`src/rtl/generations_automaton_stencil_core_assert.svh`:
```
// ----------------------------------------------------------------------------
// generations automaton stencil - assertion macros
// shared property forms for the stencil core and its sub-blocks
// ----------------------------------------------------------------------------
`ifndef GENERATIONS_AUTOMATON_STENCIL_CORE_ASSERT_SVH
`define GENERATIONS_AUTOMATON_STENCIL_CORE_ASSERT_SVH

// same-cycle implication, held off during reset
`define GAS_ASSERT_IMPL(label, clk, rst_n, ante, cons, msg) \
  label: assert property (@(posedge clk) disable iff (!rst_n) (ante) |-> (cons)) \
    else $error(msg);

// next-cycle implication, held off during reset
`define GAS_ASSERT_NEXT(label, clk, rst_n, ante, cons, msg) \
  label: assert property (@(posedge clk) disable iff (!rst_n) (ante) |=> (cons)) \
    else $error(msg);

`endif

```
`src/rtl/gas_pkg.sv`:
```
`timescale 1ns / 1ps
// ----------------------------------------------------------------------------
// gas_pkg
// shared types and constants of the generations automaton stencil
// ----------------------------------------------------------------------------
package gas_pkg;

  localparam int AGE_W      = 8;
  localparam int CELL_W     = 10;
  localparam int ROW_W      = 16;
  localparam int ROW_IDX_W  = 17;   // counts up to row_count + 1
  localparam int CNT_W      = 4;    // neighbour count 0..8
  localparam int MASK_W     = 9;
  localparam int RLEN_W     = 11;
  localparam int CFG_ADDR_W = 5;
  localparam int CFG_DATA_W = 32;

  typedef enum logic [1:0] {
    CELL_DEAD  = 2'd0,
    CELL_ALIVE = 2'd1,
    CELL_DYING = 2'd2
  } cell_state_t;

  typedef struct packed {
    cell_state_t      state;
    logic [AGE_W-1:0] age;
  } cell_t;

  // classification of one slot, made at accept time
  typedef struct packed {
    logic produce;
    logic top;
    logic bottom;
    logic left;
    logic right;
    logic last;
  } item_flags_t;

  typedef struct packed {
    logic [MASK_W-1:0] birth_mask;
    logic [MASK_W-1:0] survive_mask;
    logic [AGE_W-1:0]  generations;
  } rule_cfg_t;

  typedef enum logic [2:0] {
    REG_BIRTH_MASK   = 3'd0,
    REG_SURVIVE_MASK = 3'd1,
    REG_GENERATIONS  = 3'd2,
    REG_ROW_LENGTH   = 3'd3,
    REG_ROW_COUNT    = 3'd4
  } reg_index_t;

  function automatic logic is_alive(cell_t c);
    return c.state == CELL_ALIVE;
  endfunction

endpackage

```
`src/rtl/gas_queue.sv`:
```
`timescale 1ns / 1ps
// ----------------------------------------------------------------------------
// gas_queue
// two-entry queue of classified slots between front and back
// ----------------------------------------------------------------------------
module gas_queue import gas_pkg::*; #(
  parameter int MAX_COLS = 1024,
  localparam int COL_W   = $clog2(MAX_COLS)
) (
  input  logic             clk,
  input  logic             rst_n,
  input  logic             push,
  input  logic [COL_W-1:0] push_col,
  input  cell_t            push_cell,
  input  item_flags_t      push_flags,
  output logic             full,
  output logic             pop_valid,
  input  logic             pop,
  output logic [COL_W-1:0] pop_col,
  output cell_t            pop_cell,
  output item_flags_t      pop_flags
);

  localparam int DEPTH = 2;
  localparam int PTR_W = $clog2(DEPTH);
  localparam int CNT_W = $clog2(DEPTH + 1);

  logic [COL_W-1:0] col_mem   [DEPTH];
  cell_t            cell_mem  [DEPTH];
  item_flags_t      flags_mem [DEPTH];

  logic [PTR_W-1:0] wr_ptr_r, wr_ptr_nxt;
  logic [PTR_W-1:0] rd_ptr_r, rd_ptr_nxt;
  logic [CNT_W-1:0] cnt_r, cnt_nxt;

  assign full      = cnt_r == CNT_W'(DEPTH);
  assign pop_valid = cnt_r != '0;
  assign pop_col   = col_mem[rd_ptr_r];
  assign pop_cell  = cell_mem[rd_ptr_r];
  assign pop_flags = flags_mem[rd_ptr_r];

  always_comb begin
    wr_ptr_nxt = push ? wr_ptr_r + PTR_W'(1) : wr_ptr_r;
    rd_ptr_nxt = pop ? rd_ptr_r + PTR_W'(1) : rd_ptr_r;
    cnt_nxt    = cnt_r + CNT_W'(push) - CNT_W'(pop);
  end

  always_ff @(posedge clk) begin
    if (!rst_n) begin
      wr_ptr_r <= '0;
      rd_ptr_r <= '0;
      cnt_r    <= '0;
    end else begin
      wr_ptr_r <= wr_ptr_nxt;
      rd_ptr_r <= rd_ptr_nxt;
      cnt_r    <= cnt_nxt;
    end
  end

  always_ff @(posedge clk) begin
    if (push) begin
      col_mem[wr_ptr_r]   <= push_col;
      cell_mem[wr_ptr_r]  <= push_cell;
      flags_mem[wr_ptr_r] <= push_flags;
    end
  end

endmodule

```
`config.mk`:
```
export PLATFORM = sky130hd
export DESIGN_NAME = gas_queue
export DESIGN_NICKNAME = d
export VERILOG_FILES = /design/src/rtl/generations_automaton_stencil_core_assert.svh /design/src/rtl/gas_pkg.sv /design/src/rtl/gas_queue.sv
export SDC_FILE = /design/constraint.sdc
export NUM_CORES = 1
export LEC_CHECK = 0
export BUFFER_PORTS_ARGS = -buffer_cell sky130_fd_sc_hd__buf_2
export CORE_UTILIZATION = 30
export DETAILED_ROUTE_END_ITERATION = 10
export PLACE_DENSITY = 0.57
export SLEW_MARGIN = 20
export SYNTH_ARGS = -nofsm -noshare
export SYNTH_HDL_FRONTEND = slang
export SYNTH_SLANG_ARGS = --single-unit
```
`constraint.sdc`:
```
create_clock -name clk -period 4.6 [get_ports clk]
set_input_delay 0.46 -clock clk [delete_from_list [all_inputs] [get_ports clk]]
set_output_delay 0.46 -clock clk [all_outputs]
set_load 0.05 [all_outputs]
```
== After elaboration in Yosys (flattened, before gate mapping) ==
Memory sizes are Yosys's and may differ from the RTL's. A register that Yosys moved wholly into a read port is not among the register bits.
Cells that the tools add are included.

* Equality and inequality tests: 1
* Reduce and logical (&&, ||, !) cells: 1
* Muxes and demuxes: 8
* Add/subtract/negate cells: 4

{| class="wikitable"
|+ Operators with widths
! operator !! count
|-
| $mux 1 || 8
|-
| $add 1x1->1 const B || 2
|-
| $add 2x1->2 || 1
|-
| $eq 2x2->1 const B || 1
|-
| $reduce_bool 2->1 || 1
|-
| $sub 2x1->2 || 1
|}

* Memories: 3
* Bits of input ports: 30
* Output and inout bits: 28
* Register bits after elaboration: 4
* Word-level logic and storage cells: 20
* Bits in writable memories: 52

{| class="wikitable"
|+ Memories
! memory !! depth !! bits a word !! rd ports !! clocked after Yosys merged registers in !! write ports !! RTL line !! source
|-
| cell_mem || 2 || 10 || 1 || 1 || 1 || gas_queue.sv:29 || <nowiki>cell_t cell_mem [DEPTH];</nowiki>
|-
| col_mem || 2 || 10 || 1 || 1 || 1 || gas_queue.sv:28 || <nowiki>logic [COL_W-1:0] col_mem [DEPTH];</nowiki>
|-
| flags_mem || 2 || 6 || 1 || 1 || 1 || gas_queue.sv:30 || <nowiki>item_flags_t flags_mem [DEPTH];</nowiki>
|}

== Longest topological paths before layout ==
* Word-level depth: 3
* Gate-level depth with buffers: 6
* Depth with buffers taken out: 6

== Worst setup path after synthesis ==
No wires, ideal clock.

* Path kind: in2reg
* Start: input port push
* End: memory cell_mem[0][0] (netlist bit) (enable)
* Path buffers: 0
* Data required time: 4.187 ns
* Arrival time: 1.682 ns
* Path slack: 2.504 ns
* Cell stages on the path: 1
* Library setup time: 0.413 ns
* Cell sequence: nor2b_1

* Longest elaborated chain between the ends: 2

{| class="wikitable"
|+ RTL lines
! item !! RTL line !! source
|-
| start, declared || gas_queue.sv:12 || <nowiki>input logic push,</nowiki>
|-
| $mux 1 || gas_queue.sv:61 || <nowiki>if (push) begin</nowiki>
|-
| $mux 1 (implied by the code) || gas_queue.sv:63 || <nowiki>cell_mem[wr_ptr_r] <= push_cell;</nowiki>
|-
| end, declared || gas_queue.sv:29 ||
|}

No other way between the ends.

==> impl_metrics.json <==
{
  "die_height_um": 87.8,
  "rows": 30,
  "ctsResizeCount": 0,
  "hp-class": "input pin to flop",
  "antenna_cells": 0,
  "status": "complete, no violations",
  "nFillCells": 660,
  "whs_path_depth": 1,
  "leakage_nw": 1.08,
  "gr-usage-all-layers_pct": 10.2,
  "p_clk_share_pct": 30.0,
  "remaining_drc_errors": 0,
  "netlist_area_um2": 2210,
  "drive_gt1_share_pct": 58.5,
  "die_w_um": 87.8,
  "pwr-share-seq_pct": 51.6,
  "place_ws_ns": 2.62,
  "layout_common_cells": "buf_2 (57), edfxtp_1 (52), mux2_4 (20)",
  "reg2regPathDepth": 2,
  "slew_headroom_pct": 44.5,
  "grt_remaining_overflow": 0,
  "maxSlewViolCount": 0,
  "crit_type": "flop to output port",
  "vias": 1084,
  "core_um2": 6940,
  "regToRegSetupSlack_ns": 3.04,
  "clk_path_buf_depth": 2,
  "fin_skew_ns": 0.00309,
  "via_per_inst": 4.06,
  "power_density_nw_per_um2": 440,
  "period_needed_ns": 2.27,
  "gp_congestion": 0.654,
  "grt_max_degree": 27,
  "antenna_found_initial": 0,
  "rsz0062_at_grt": "no",
  "ios": 58,
  "post-route-period-util_pct": 49.3,
  "portBuffers": 57,
  "fmax_ghz": 0.441,
  "wl_per_cell_um": 13.8,
  "synth_cell_type_count": 14,
  "grt_pass1_wl_um": 5540,
  "die-area_um2": 7710,
  "cp-end-kind": "output port",
  "avgSynthCellArea_um2": 21.7,
  "cts_tree": "done",
  "setup_violations": 0,
  "cp_data_required_time_ns": 4.14,
  "cp.arrival_ns": 1.81,
  "holdBufCountCts": 0,
  "hold_viol_final": 0,
  "clock-sinks": 57,
  "switchingPower_mw": 0.338,
  "final_net_count": 200,
  "cts_buffers": 9,
  "drt_wl_total_um": 3690,
  "pwr-share-comb_pct": 18.4,
  "yosysWarnings": 0,
  "syn_inst": 102,
  "dp_hpwl_um": 2490,
  "drtIter0Drc": 33,
  "cts_setup_buffers": 0,
  "setup_tns_ns": 0,
  "ys_seq_elements": 57,
  "start_util_pct": 31.8,
  "finalWorstSetupSlack_ns": 2.33,
  "syn_nets": 134,
  "r2r-start": "wr_ptr_r",
  "start_kind": "flop",
  "p_int_mw": 0.861,
  "cap_violations": 0,
  "min_from": "push_cell[0]",
  "peakVddDrop_mv": 0.113,
  "seq_area_frac_synth_pct": 75.2,
  "clkTransAtPathRegs_ns": 0.06,
  "mostFrequentLayoutCell": "buf_2",
  "postRouteAntennaNets": 0,
  "firstDrtPassIters": 3,
  "clock_latency_ns": 0.31,
  "swShare_pct": 28.2,
  "crit_fanout": 26,
  "worst_pin_slew_ns": 0.832,
  "htreeDepth": 3,
  "grt_pass1_vias": 1126,
  "clockRootBuffer": "clkbuf_8",
  "area_growth_pct": 23.3
}
## stage by stage
stage          instances  util (%)  hold slack, ns  total power [mW]  area (µm²)
6_report             267      39.2           0.332              1.20        2720
3_5_place_dp         253      37.1           0.573             0.856        2570
3_3_place_gp         253      37.1           0.571             0.851        2570
5_1_grt              267      39.2           0.318              1.25        2720
2_1_floorplan        102         -           0.555             0.810        2210
4_1_cts              267      39.2           0.310              1.22        2720
## layer usage
metal | GRT usage (%) | share of wire (%)
met5 | 0 | 0
met4 | 7.15 | 1.8
met3 | 3.11 | 5.5
met2 | 16.9 | 51
met1 | 11.0 | 41
## Yosys cell counts
master	number	area [µm²]
edfxtp_1	52	1560
mux2_4	20	300
mux2_2	6	67.6
dfxtp_1	5	100
and2_1	4	25.0
nor2b_1	4	25.0
buf_12	2	40.0
ha_1	2	25.0
inv_1	2	7.51
buf_6	1	11.3
o21a_1	1	7.51
or2_2	1	6.26
xnor3_1	1	22.5
xor2_1	1	8.76
## registers in the layout (all words and copies together) (netlist names), named ones only
register	flops
rd_ptr_r	1
wr_ptr_r	1
cnt_r	2
col_mem	20
cell_mem	20
flags_mem	12
## cell type report
| cell class | count | area, µm² | area share [%] |
|---|---|---|---|
| flip-flops and latches | 57 | 1660 | 61.0 |
| multi-input cells | 40 | 492 | 18.1 |
| repair buffers | 58 | 293 | 10.7 |
| clock buffers | 9 | 124 | 4.55 |
| well taps | 96 | 120 | 4.41 |
| clock inverters | 5 | 25.0 | 0.919 |
| inverters | 2 | 7.51 | 0.276 |
## critical path, cell delays in order (launching register included)
cell and delay (ns):
dfxtp_2 0.87, mux2_2 0.41, buf_2 0.21
## cells by family after synthesis
| kind of cell | after synthesis | share of synthesized area, % |
|---|---|---|
| flip-flops | 57 | 75.2 |
| adder cells (fa/ha/maj) | 2 | 1.13 |
| AO/OA/AOI/OAI | 1 | 0.340 |
| XOR/XNOR | 2 | 1.42 |
| AND/OR/NAND/NOR | 9 | 2.55 |
| multiplexers | 26 | 16.7 |
| buffers and inverters | 5 | 2.66 |
## final timing paths
kind / to
worst max-delay path: pop_flags[2]
worst min-delay path: cell_mem[0][0]
worst max register to register: cell_mem[0][6]
worst min register to register: flop
## power by group through the flow
| stage | clock (mW) | sequential (mW) | combinational [mW] |
|---|---|---|---|
| 3_5_place_dp | 0 | 0.631 | 0.224 |
| 2_1_floorplan | 0 | 0.617 | 0.193 |
| 6_report | 0.359 | 0.619 | 0.221 |
| 3_3_place_gp | 0 | 0.630 | 0.221 |
| 5_1_grt | 0.396 | 0.624 | 0.234 |
| 4_1_cts | 0.379 | 0.620 | 0.225 |
Power figures use the tool's default switching activity.
