File: config.mk
export PLATFORM = sky130hd
export DESIGN_NAME = gas_front_flat
export DESIGN_NICKNAME = d
export VERILOG_FILES = /design/src/rtl/gas_pkg.sv /design/src/rtl/gas_if.sv /design/src/rtl/gas_front.sv /design/src/flat_wrapper.sv
export VERILOG_INCLUDE_DIRS = /design/src /design/src/rtl
export SDC_FILE = /design/constraint.sdc
export NUM_CORES = 1
export LEC_CHECK = 0
export ABC_AREA = 1
export BUFFER_PORTS_ARGS = -buffer_cell sky130_fd_sc_hd__buf_2
export CELL_PAD_IN_SITES_DETAIL_PLACEMENT = 0
export CELL_PAD_IN_SITES_GLOBAL_PLACEMENT = 1
export CORE_UTILIZATION = 35
export DETAILED_ROUTE_END_ITERATION = 10
export PLACE_DENSITY = 0.84
export SYNTH_ARGS = -nofsm -noshare
export SYNTH_HDL_FRONTEND = slang
export SYNTH_SLANG_ARGS = --single-unit
File: constraint.sdc
create_clock -name clk -period 2.7 [get_ports clk]
set_clock_uncertainty 0.1 [all_clocks]
set_input_delay 0.135 -clock clk [delete_from_list [all_inputs] [get_ports clk]]
set_output_delay 0.135 -clock clk [all_outputs]
set_load 0.01 [all_outputs]
File: src/rtl/generations_automaton_stencil_core_assert.svh
// ----------------------------------------------------------------------------
// generations automaton stencil - assertion macros
// shared property forms for the stencil core and its sub-blocks
// ----------------------------------------------------------------------------
`ifndef GENERATIONS_AUTOMATON_STENCIL_CORE_ASSERT_SVH
`define GENERATIONS_AUTOMATON_STENCIL_CORE_ASSERT_SVH

// same-cycle implication, held off during reset
`define GAS_ASSERT_IMPL(label, clk, rst_n, ante, cons, msg) \
  label: assert property (@(posedge clk) disable iff (!rst_n) (ante) |-> (cons)) \
    else $error(msg);

// next-cycle implication, held off during reset
`define GAS_ASSERT_NEXT(label, clk, rst_n, ante, cons, msg) \
  label: assert property (@(posedge clk) disable iff (!rst_n) (ante) |=> (cons)) \
    else $error(msg);

`endif

File: src/rtl/gas_pkg.sv
`timescale 1ns / 1ps
// ----------------------------------------------------------------------------
// gas_pkg
// shared types and constants of the generations automaton stencil
// ----------------------------------------------------------------------------
package gas_pkg;

  localparam int AGE_W      = 8;
  localparam int CELL_W     = 10;
  localparam int ROW_W      = 16;
  localparam int ROW_IDX_W  = 17;   // counts up to row_count + 1
  localparam int CNT_W      = 4;    // neighbour count 0..8
  localparam int MASK_W     = 9;
  localparam int RLEN_W     = 11;
  localparam int CFG_ADDR_W = 5;
  localparam int CFG_DATA_W = 32;

  typedef enum logic [1:0] {
    CELL_DEAD  = 2'd0,
    CELL_ALIVE = 2'd1,
    CELL_DYING = 2'd2
  } cell_state_t;

  typedef struct packed {
    cell_state_t      state;
    logic [AGE_W-1:0] age;
  } cell_t;

  // classification of one slot, made at accept time
  typedef struct packed {
    logic produce;
    logic top;
    logic bottom;
    logic left;
    logic right;
    logic last;
  } item_flags_t;

  typedef struct packed {
    logic [MASK_W-1:0] birth_mask;
    logic [MASK_W-1:0] survive_mask;
    logic [AGE_W-1:0]  generations;
  } rule_cfg_t;

  typedef enum logic [2:0] {
    REG_BIRTH_MASK   = 3'd0,
    REG_SURVIVE_MASK = 3'd1,
    REG_GENERATIONS  = 3'd2,
    REG_ROW_LENGTH   = 3'd3,
    REG_ROW_COUNT    = 3'd4
  } reg_index_t;

  function automatic logic is_alive(cell_t c);
    return c.state == CELL_ALIVE;
  endfunction

endpackage

File: src/rtl/gas_if.sv
`timescale 1ns / 1ps
// ----------------------------------------------------------------------------
// gas_if
// valid/ready stream interfaces for cell items and result items
// ----------------------------------------------------------------------------
interface gas_cell_if;
  logic       valid;
  logic       ready;
  logic       fill;
  logic [1:0] cell_state;
  logic [7:0] cell_age;

  modport source (output valid, fill, cell_state, cell_age, input ready);
  modport sink   (input valid, fill, cell_state, cell_age, output ready);
endinterface


File: src/rtl/gas_front.sv
`timescale 1ns / 1ps
// ----------------------------------------------------------------------------
// gas_front
// accepts cell items, tracks the raster position and classifies each slot
// ----------------------------------------------------------------------------
`include "generations_automaton_stencil_core_assert.svh"

module gas_front import gas_pkg::*; #(
  parameter int MAX_COLS = 1024,
  localparam int COL_W   = $clog2(MAX_COLS),
  localparam int LEN_W   = $clog2(MAX_COLS + 1)
) (
  input  logic              clk,
  input  logic              rst_n,
  gas_cell_if.sink          in_cell,
  input  logic [LEN_W-1:0]  eff_len,
  input  logic [ROW_W-1:0]  eff_rows,
  input  logic              restart,
  input  logic              q_full,
  output logic              q_push,
  output logic [COL_W-1:0]  q_col,
  output cell_t             q_cell,
  output item_flags_t       q_flags
);

  logic [COL_W-1:0]     col_r, col_nxt;
  logic [ROW_IDX_W-1:0] row_r, row_nxt;
  logic [ROW_IDX_W-1:0] rows_ext;
  logic [ROW_IDX_W-1:0] rows_plus1;
  logic [LEN_W-1:0]     col_inc;
  logic                 col_nz;
  logic                 accept;

  assign in_cell.ready = !q_full;
  assign accept        = in_cell.valid && in_cell.ready;
  assign q_push        = accept;

  assign rows_ext   = ROW_IDX_W'(eff_rows);
  assign rows_plus1 = rows_ext + ROW_IDX_W'(1);
  assign col_nz     = col_r != '0;
  assign col_inc    = LEN_W'(col_r) + LEN_W'(1);

  // incoming cell: padding and flush slots enter as dead, state 3 as dead
  always_comb begin
    q_cell.state = CELL_DEAD;
    q_cell.age   = '0;
    if (row_r < rows_ext && !in_cell.fill) begin
      q_cell.age = in_cell.cell_age;
      case (in_cell.cell_state)
        CELL_ALIVE: q_cell.state = CELL_ALIVE;
        CELL_DYING: q_cell.state = CELL_DYING;
        default:    q_cell.state = CELL_DEAD;
      endcase
    end
  end

  // window centre sits row_length+1 slots back
  always_comb begin
    q_col           = col_r;
    q_flags.produce = (row_r >= ROW_IDX_W'(2)) || (row_r == ROW_IDX_W'(1) && col_nz);
    q_flags.top     = col_nz ? (row_r == ROW_IDX_W'(1)) : (row_r == ROW_IDX_W'(2));
    q_flags.bottom  = col_nz ? (row_r == rows_ext) : (row_r == rows_plus1);
    q_flags.left    = (col_r == COL_W'(1)) || (!col_nz && eff_len == LEN_W'(1));
    q_flags.right   = !col_nz;
    q_flags.last    = (row_r == rows_plus1) && !col_nz;
  end

  always_comb begin
    col_nxt = col_r;
    row_nxt = row_r;
    if (restart) begin
      col_nxt = '0;
      row_nxt = '0;
    end else if (accept) begin
      if (row_r >= rows_plus1) begin
        col_nxt = '0;
        row_nxt = '0;
      end else if (col_inc >= eff_len) begin
        col_nxt = '0;
        row_nxt = row_r + ROW_IDX_W'(1);
      end else begin
        col_nxt = col_r + COL_W'(1);
      end
    end
  end

  always_ff @(posedge clk) begin
    if (!rst_n) begin
      col_r <= '0;
      row_r <= '0;
    end else begin
      col_r <= col_nxt;
      row_r <= row_nxt;
    end
  end

  `GAS_ASSERT_IMPL(a_col_in_row, clk, rst_n, 1'b1, LEN_W'(col_r) < eff_len, "column past row")
  `GAS_ASSERT_IMPL(a_row_in_frame, clk, rst_n, 1'b1, row_r <= rows_plus1, "row past frame")

endmodule

File: src/flat_wrapper.sv
// flat-port wrapper written by rule: the top's interface ports become plain ports
module gas_front_flat import gas_pkg::*;
#(
  parameter int MAX_COLS = 1024,
  localparam int COL_W   = $clog2(MAX_COLS),
  localparam int LEN_W   = $clog2(MAX_COLS + 1)
)
  (clk, rst_n, eff_len, eff_rows, restart, q_full, q_push, q_col, q_cell, q_flags, in_cell_valid, in_cell_fill, in_cell_cell_state, in_cell_cell_age, in_cell_ready);
  gas_cell_if in_cell_i ();
  input  logic clk;
  input  logic rst_n;
  input  logic [LEN_W-1:0] eff_len;
  input  logic [ROW_W-1:0] eff_rows;
  input  logic restart;
  input  logic q_full;
  output logic q_push;
  output logic [COL_W-1:0] q_col;
  output cell_t q_cell;
  output item_flags_t q_flags;
  input wire logic [$bits(in_cell_i.valid)-1:0] in_cell_valid;
  input wire logic [$bits(in_cell_i.fill)-1:0] in_cell_fill;
  input wire logic [$bits(in_cell_i.cell_state)-1:0] in_cell_cell_state;
  input wire logic [$bits(in_cell_i.cell_age)-1:0] in_cell_cell_age;
  output wire logic [$bits(in_cell_i.ready)-1:0] in_cell_ready;
  assign in_cell_i.valid = in_cell_valid;
  assign in_cell_i.fill = in_cell_fill;
  assign in_cell_i.cell_state = in_cell_cell_state;
  assign in_cell_i.cell_age = in_cell_cell_age;
  assign in_cell_ready = in_cell_i.ready;
  gas_front #(.MAX_COLS(MAX_COLS)) u_core (.clk(clk), .rst_n(rst_n), .in_cell(in_cell_i), .eff_len(eff_len), .eff_rows(eff_rows), .restart(restart), .q_full(q_full), .q_push(q_push), .q_col(q_col), .q_cell(q_cell), .q_flags(q_flags));
endmodule
# [After elaboration in Yosys (flattened, before gate mapping)]
# Cells that the tools add are included.
[word_totals] regBits=27 in_bits=43 out_inout_bits=28 elab_cells=41
[op_classes] n_addsub=4 magnitude_cmp=4 n_eq_ne=8 n_mux=8 bitwise=1 reduce_logical=14
[op_table] operator="17-bit two-way mux" n=2
[op_table] operator="10-bit two-way mux" n=3
[op_table] operator="16-bit by 1-bit adder with 17-bit output, second input constant" n=1
[op_table] operator="17-bit by 1-bit adder with 17-bit output, second input constant" n=1
[op_table] operator="17-bit by 1-bit == test with 1-bit output, second input constant" n=1
[op_table] operator="17-bit by 16-bit == test with 1-bit output" n=1
[op_table] operator="17-bit == test" n=1
[op_table] operator="17-bit by 2-bit == test with 1-bit output, second input constant" n=1
[op_table] operator="17-bit greater-or-equal comparator" n=1
[op_table] operator="17-bit by 2-bit greater-or-equal comparator with 1-bit output, second input constant" n=1
[op_table] operator="17-bit by 16-bit < comparator with 1-bit output" n=1
[op_table] operator="10-bit by 1-bit adder with 11-bit output, second input constant" n=1
[op_table] operator="11-bit by 1-bit == test with 1-bit output, second input constant" n=1
[op_table] operator="11-bit greater-or-equal comparator" n=1
[op_table] operator="10-bit by 1-bit adder with 10-bit output, second input constant" n=1
[op_table] operator="10-bit by 1-bit == test with 1-bit output, second input constant" n=1
[op_table] operator="10-bit nonzero test" n=1
[op_table] operator="1-bit logical AND" n=5
[op_table] operator="2-bit case mux with 2 select lines" n=1
[op_table] operator="1-bit zero test" n=3
[op_table] operator="2-bit by 1-bit == test with 1-bit output, second input constant" n=1
[op_table] operator="2-bit == test, second input constant" n=1
[op_table] operator="1-bit logical OR" n=2
[op_table] operator="1-bit two-way mux" n=2
[op_table] operator="4 further kinds" n=4

# [Logic depth before layout (Yosys ltp)]
[depth] word_depth=4 depth_mapped=23 mapped_depth_nobuf=22

# [Least setup slack after synthesis]
# No wires, ideal clock.
[synth_path] path_kind="register -> register" start="reg u_core.col_r[0], in the netlist u_core.q_col[0]" end="reg u_core.row_r[11]" arrival_time_ns=2.458 required_time_ns=2.532 setup_slack_ns=0.075 stages_incl_launch_ff=19 period_less_slack_ns=2.625 path_cell_list="dfxtp_1 > ha_1 > nand3_1 > inv_1 > nand3_1 > xor2_1 > inv_1 > ha_1 > nand2_1 > nor2_1 > and2_1 > nand2_1 > nand2_2 > nor2_8 > nand3_4 > nand2_4 > buf_6 > nand2_2 > a21oi_2"
[synth_via] elab_chain_len=4
[synth_lines] item="from (decl)" line="gas_front.sv:26" source="logic [COL_W-1:0] col_r, col_nxt;"
[synth_lines] item="from (signal assigned)" line="gas_front.sv:92" source="col_r <= col_nxt;"
[synth_lines] item="10-bit by 1-bit adder with 11-bit output" line="gas_front.sv:41" source="assign col_inc = LEN_W'(col_r) + LEN_W'(1);"
[synth_lines] item="11-bit greater-or-equal comparator" line="gas_front.sv:78" source="end else if (col_inc >= eff_len) begin"
[synth_lines] item="2-bit nonzero test (no source line)"
[synth_lines] item="2-bit AND reduction (no source line)"
[synth_lines] item="to (signal assigned)" line="gas_front.sv:93" source="row_r <= row_nxt;"
[synth_lines] item="to (decl)" line="gas_front.sv:27" source="logic [ROW_IDX_W-1:0] row_r, row_nxt;"
# No other way between the ends.
# A chain may end at the register's enable or synchronous reset.

# [Worst setup path after layout]
[layout_path] start="reg u_core.col_r[0], in the netlist u_core.q_col[0]" end="reg u_core.row_r[12]"
# Same word-level chain as after synthesis.

==> impl_metrics.py <==
metrics = {
    "timing": {
        "fmax_mhz": 361,
        "final_max_slew_viol_count": 0,
        "fin_tns_setup_ns": -0.431,
        "setup_ws_ns": -0.0687,
        "hold_viol_final": 0,
        "relSlewSlack_pct": 62.3,
        "fin_hold_ws_ns": 0.191,
        "tightest_slew_ns": 0.565,
        "grt_setup_unrepaired": "yes",
        "fin_crit_sh_pct": 103,
        "setup_violations": 14,
        "fin_crit_ns": 2.77,
    },
    "cells_and_area": {
        "layout.cells.non_filler": 823,
        "nets": 785,
        "post-route-util_pct": 48.1,
        "final_cell_mix": "nand2_1 (113), inv_1 (96), nor2_1 (68)",
        "area_growth_syn_to_layout_pct": 33.3,
        "final_common_cell": "nand2_1",
        "drive_gt1_share_pct": 28.8,
        "diodes": 0,
    },
    "synth": {
        "synth_flop_cell": "dfxtp_1",
        "yosys_register_bits": 27,
        "syn_inst": 571,
        "syn_nets": 665,
        "syn-cell-area_um2": 3530,
        "synth_edf_count": 0,
        "synth_cell_types": 36,
        "synthArstFlopShare_pct": 0,
        "synth_area_per_cell_um2": 6.17,
        "yosysWarnings": 0,
        "seq_area_frac_synth_pct": 15.3,
    },
    "power_and_ir_drop": {
        "power.leakage_nw": 2.51,
        "worst_ir_drop_vdd_v": 0.000194,
        "finalPower_uw": 879,
        "power_density_nw_per_um2": 187,
    },
    "global_routing": {
        "grt_pass1_vias": 3462,
        "grt_antenna_before_repair": 0,
        "grt_use_total_pct": 18.8,
        "grt_pass1_wl_um": 15900,
        "grt_max_degree": 18,
        "grt_overflow": 0,
    },
    "route": {
        "ant_nets": 0,
        "drtIter0Drc": 249,
        "post-route-drc-count": 0,
        "dr.pass1.iters": 4,
        "wl_per_cell_um": 12.3,
        "route.vias.total": 3986,
        "viasPerCell": 4.84,
        "wirelength_um": 10100,
    },
    "placement": {
        "dp_cells": 804,
        "hpwl_um": 7970,
        "gp_congestion": 0.866,
        "io_buffers": 70,
    },
    "critical_path": {
        "crit_start": "u_core.q_col[0]",
        "worst_setup_path_end_kind": "flop",
        "path_class": "reg -> reg",
        "reg2reg_from": "u_core.q_col[0]",
        "r2r_end": "u_core.row_r[12]",
        "start_kind": "flop",
        "worstPathArrival_ns": 2.90,
        "required_ns": 2.83,
        "reg2reg_slack_ns": -0.07,
        "path_max_fanout": 8,
        "worstRegToRegCells": 19,
    },
    "clock_tree": {
        "cts-htree-levels": 1,
        "cts.sinks": 27,
        "cts_buffers": 3,
        "ctsLongestPathBuffers": 2,
        "clk_pin_slew_ns": 0.11,
        "cts_tree": "yes",
        "hold_buffers": 0,
        "cts_root_buf": "clkbuf_8",
        "insertion_delay_ns": 0.28,
    },
    "hold_path": {
        "hold_path_depth": 5,
        "min_to": "u_core.row_r[3]",
        "hold_path.class": "in -> reg",
        "hp-start": "restart",
    },
    "floorplan": {
        "design.core.area_um2": 9770,
        "dieArea_um2": 10500,
        "die_h_um": 102,
        "start_util_pct": 36.1,
        "rows": 36,
        "io_pins": 71,
        "die_x_um": 102,
    },
    "flow_run": {
        "maxCapViolations": 0,
    },
    "outcome": {
        "violations": "negative setup slack",
        "status": "complete, but fails checks",
    },
}
## worst max-delay path by stage
| stage | slack, ns | cells after the start | to |
|---|---|---|---|
| 5_1_grt | -0.24 | 19 | u_core.row_r[4] |
| 4_1_cts | 0.003 | 18 | u_core.q_col[8] |
| 6_report | -0.07 | 19 | u_core.row_r[12] |
| 3_3_place_gp | -0.29 | 23 | u_core.row_r[6] |
| 2_1_floorplan | 0.07 | 18 | u_core.row_r[11] |
| 3_5_place_dp | -0.32 | 23 | u_core.row_r[6] |
## cells by family (layout without fill, tap and decap cells)
group | Yosys count | after routing | share of synthesized area (%)
and+or+nand+nor | 304 | 304 | 39.8
buffers and inverters | 112 | 231 | 12.4
AOI/OAI and AO/OA | 54 | 54 | 8.69
adders and majority gates | 51 | 51 | 18.1
DFF | 27 | 27 | 15.3
xor gates and xnor gates | 23 | 23 | 5.71
## Yosys cell counts, types with 2 or more instances
| cell | number | area (µm²) |
|---|---|---|
| ha_1 | 51 | 638 |
| a21oi_1 | 27 | 135 |
| a21o_1 | 2 | 15.0 |
| nand2_2 | 10 | 62.6 |
| nand3_2 | 3 | 30.0 |
| buf_6 | 2 | 22.5 |
| xor2_1 | 19 | 166 |
| xnor2_1 | 4 | 35.0 |
| and2_1 | 2 | 12.5 |
| inv_1 | 100 | 375 |
| o21ai_0 | 12 | 60.1 |
| nor4_1 | 4 | 25.0 |
| nand4_1 | 25 | 156 |
| nor2_1 | 78 | 293 |
| nand3_1 | 41 | 205 |
| nor3_2 | 2 | 20.0 |
| nor2_2 | 7 | 43.8 |
| o21ai_1 | 5 | 25.0 |
| clkbuf_1 | 5 | 18.8 |
| a21oi_2 | 2 | 17.5 |
| inv_2 | 4 | 15.0 |
| nor3_1 | 8 | 40.0 |
| nand2_1 | 119 | 447 |
| dfxtp_1 | 27 | 541 |
## flip-flops by register name (all words and copies together), names as in the netlist
name	cells
u_core.q_col	10
u_core.row_r	17
## power breakdown
part / leakage [nW] / internal, mW / switching, mW
registers: 0.219 / 0.399 / 0.00209
clock network: 0.0217 / 0.105 / 0.142
logic: 2.27 / 0.0974 / 0.134
total: 2.51 / 0.601 / 0.278
## stage by stage
stage                     setup WS (ns)  cell area, µm²
after floorplan                  0.0746            3530
after global placement           -0.292            4280
after detailed placement         -0.324            4280
after CTS                       0.00287            4410
after global routing             -0.238            4700
final                           -0.0687            4700
## layer usage
layer | vias up | routed length (µm) | global-route usage, %
met2 | 72 | 4720 | 30.9
met1 | 1833 | 4970 | 27.2
met5 | - | 0 | 0
met4 | 0 | 29 | 1.98
li1 | 2077 | - | -
met3 | 4 | 375 | 1.85
## layout make-up
type,instances,area [µm²]
clock inverter,1,7.51
fill,984,5070
multi-input combinational,432,2750
timing repair buffer,123,792
sequential,27,547
inverter,104,393
tap,133,166
clock buffer,3,41.3
## worst max-delay path, stage by stage (launching register included)
cell	delay (ns)
dfxtp_4	0.40
nand2_4	0.05
nor2_4	0.12
nand4_1	0.17
nor2_2	0.18
nand2_2	0.10
nand2_2	0.08
o21ai_2	0.06
ha_1	0.30
nand2_2	0.10
nor2_2	0.05
and2_1	0.13
nand2_1	0.06
nand2_2	0.09
nor2_8	0.14
nand3_4	0.13
nand2_8	0.14
buf_8	0.16
nand2_4	0.05
a21oi_2	0.11
## what timing repair did
item,4_1_cts,5_1_grt
buffers inserted,2,13
pin swaps,4,36
resized for setup,14,52
endpoints found under the setup margin,20,29
Power figures use the tool's default switching activity.
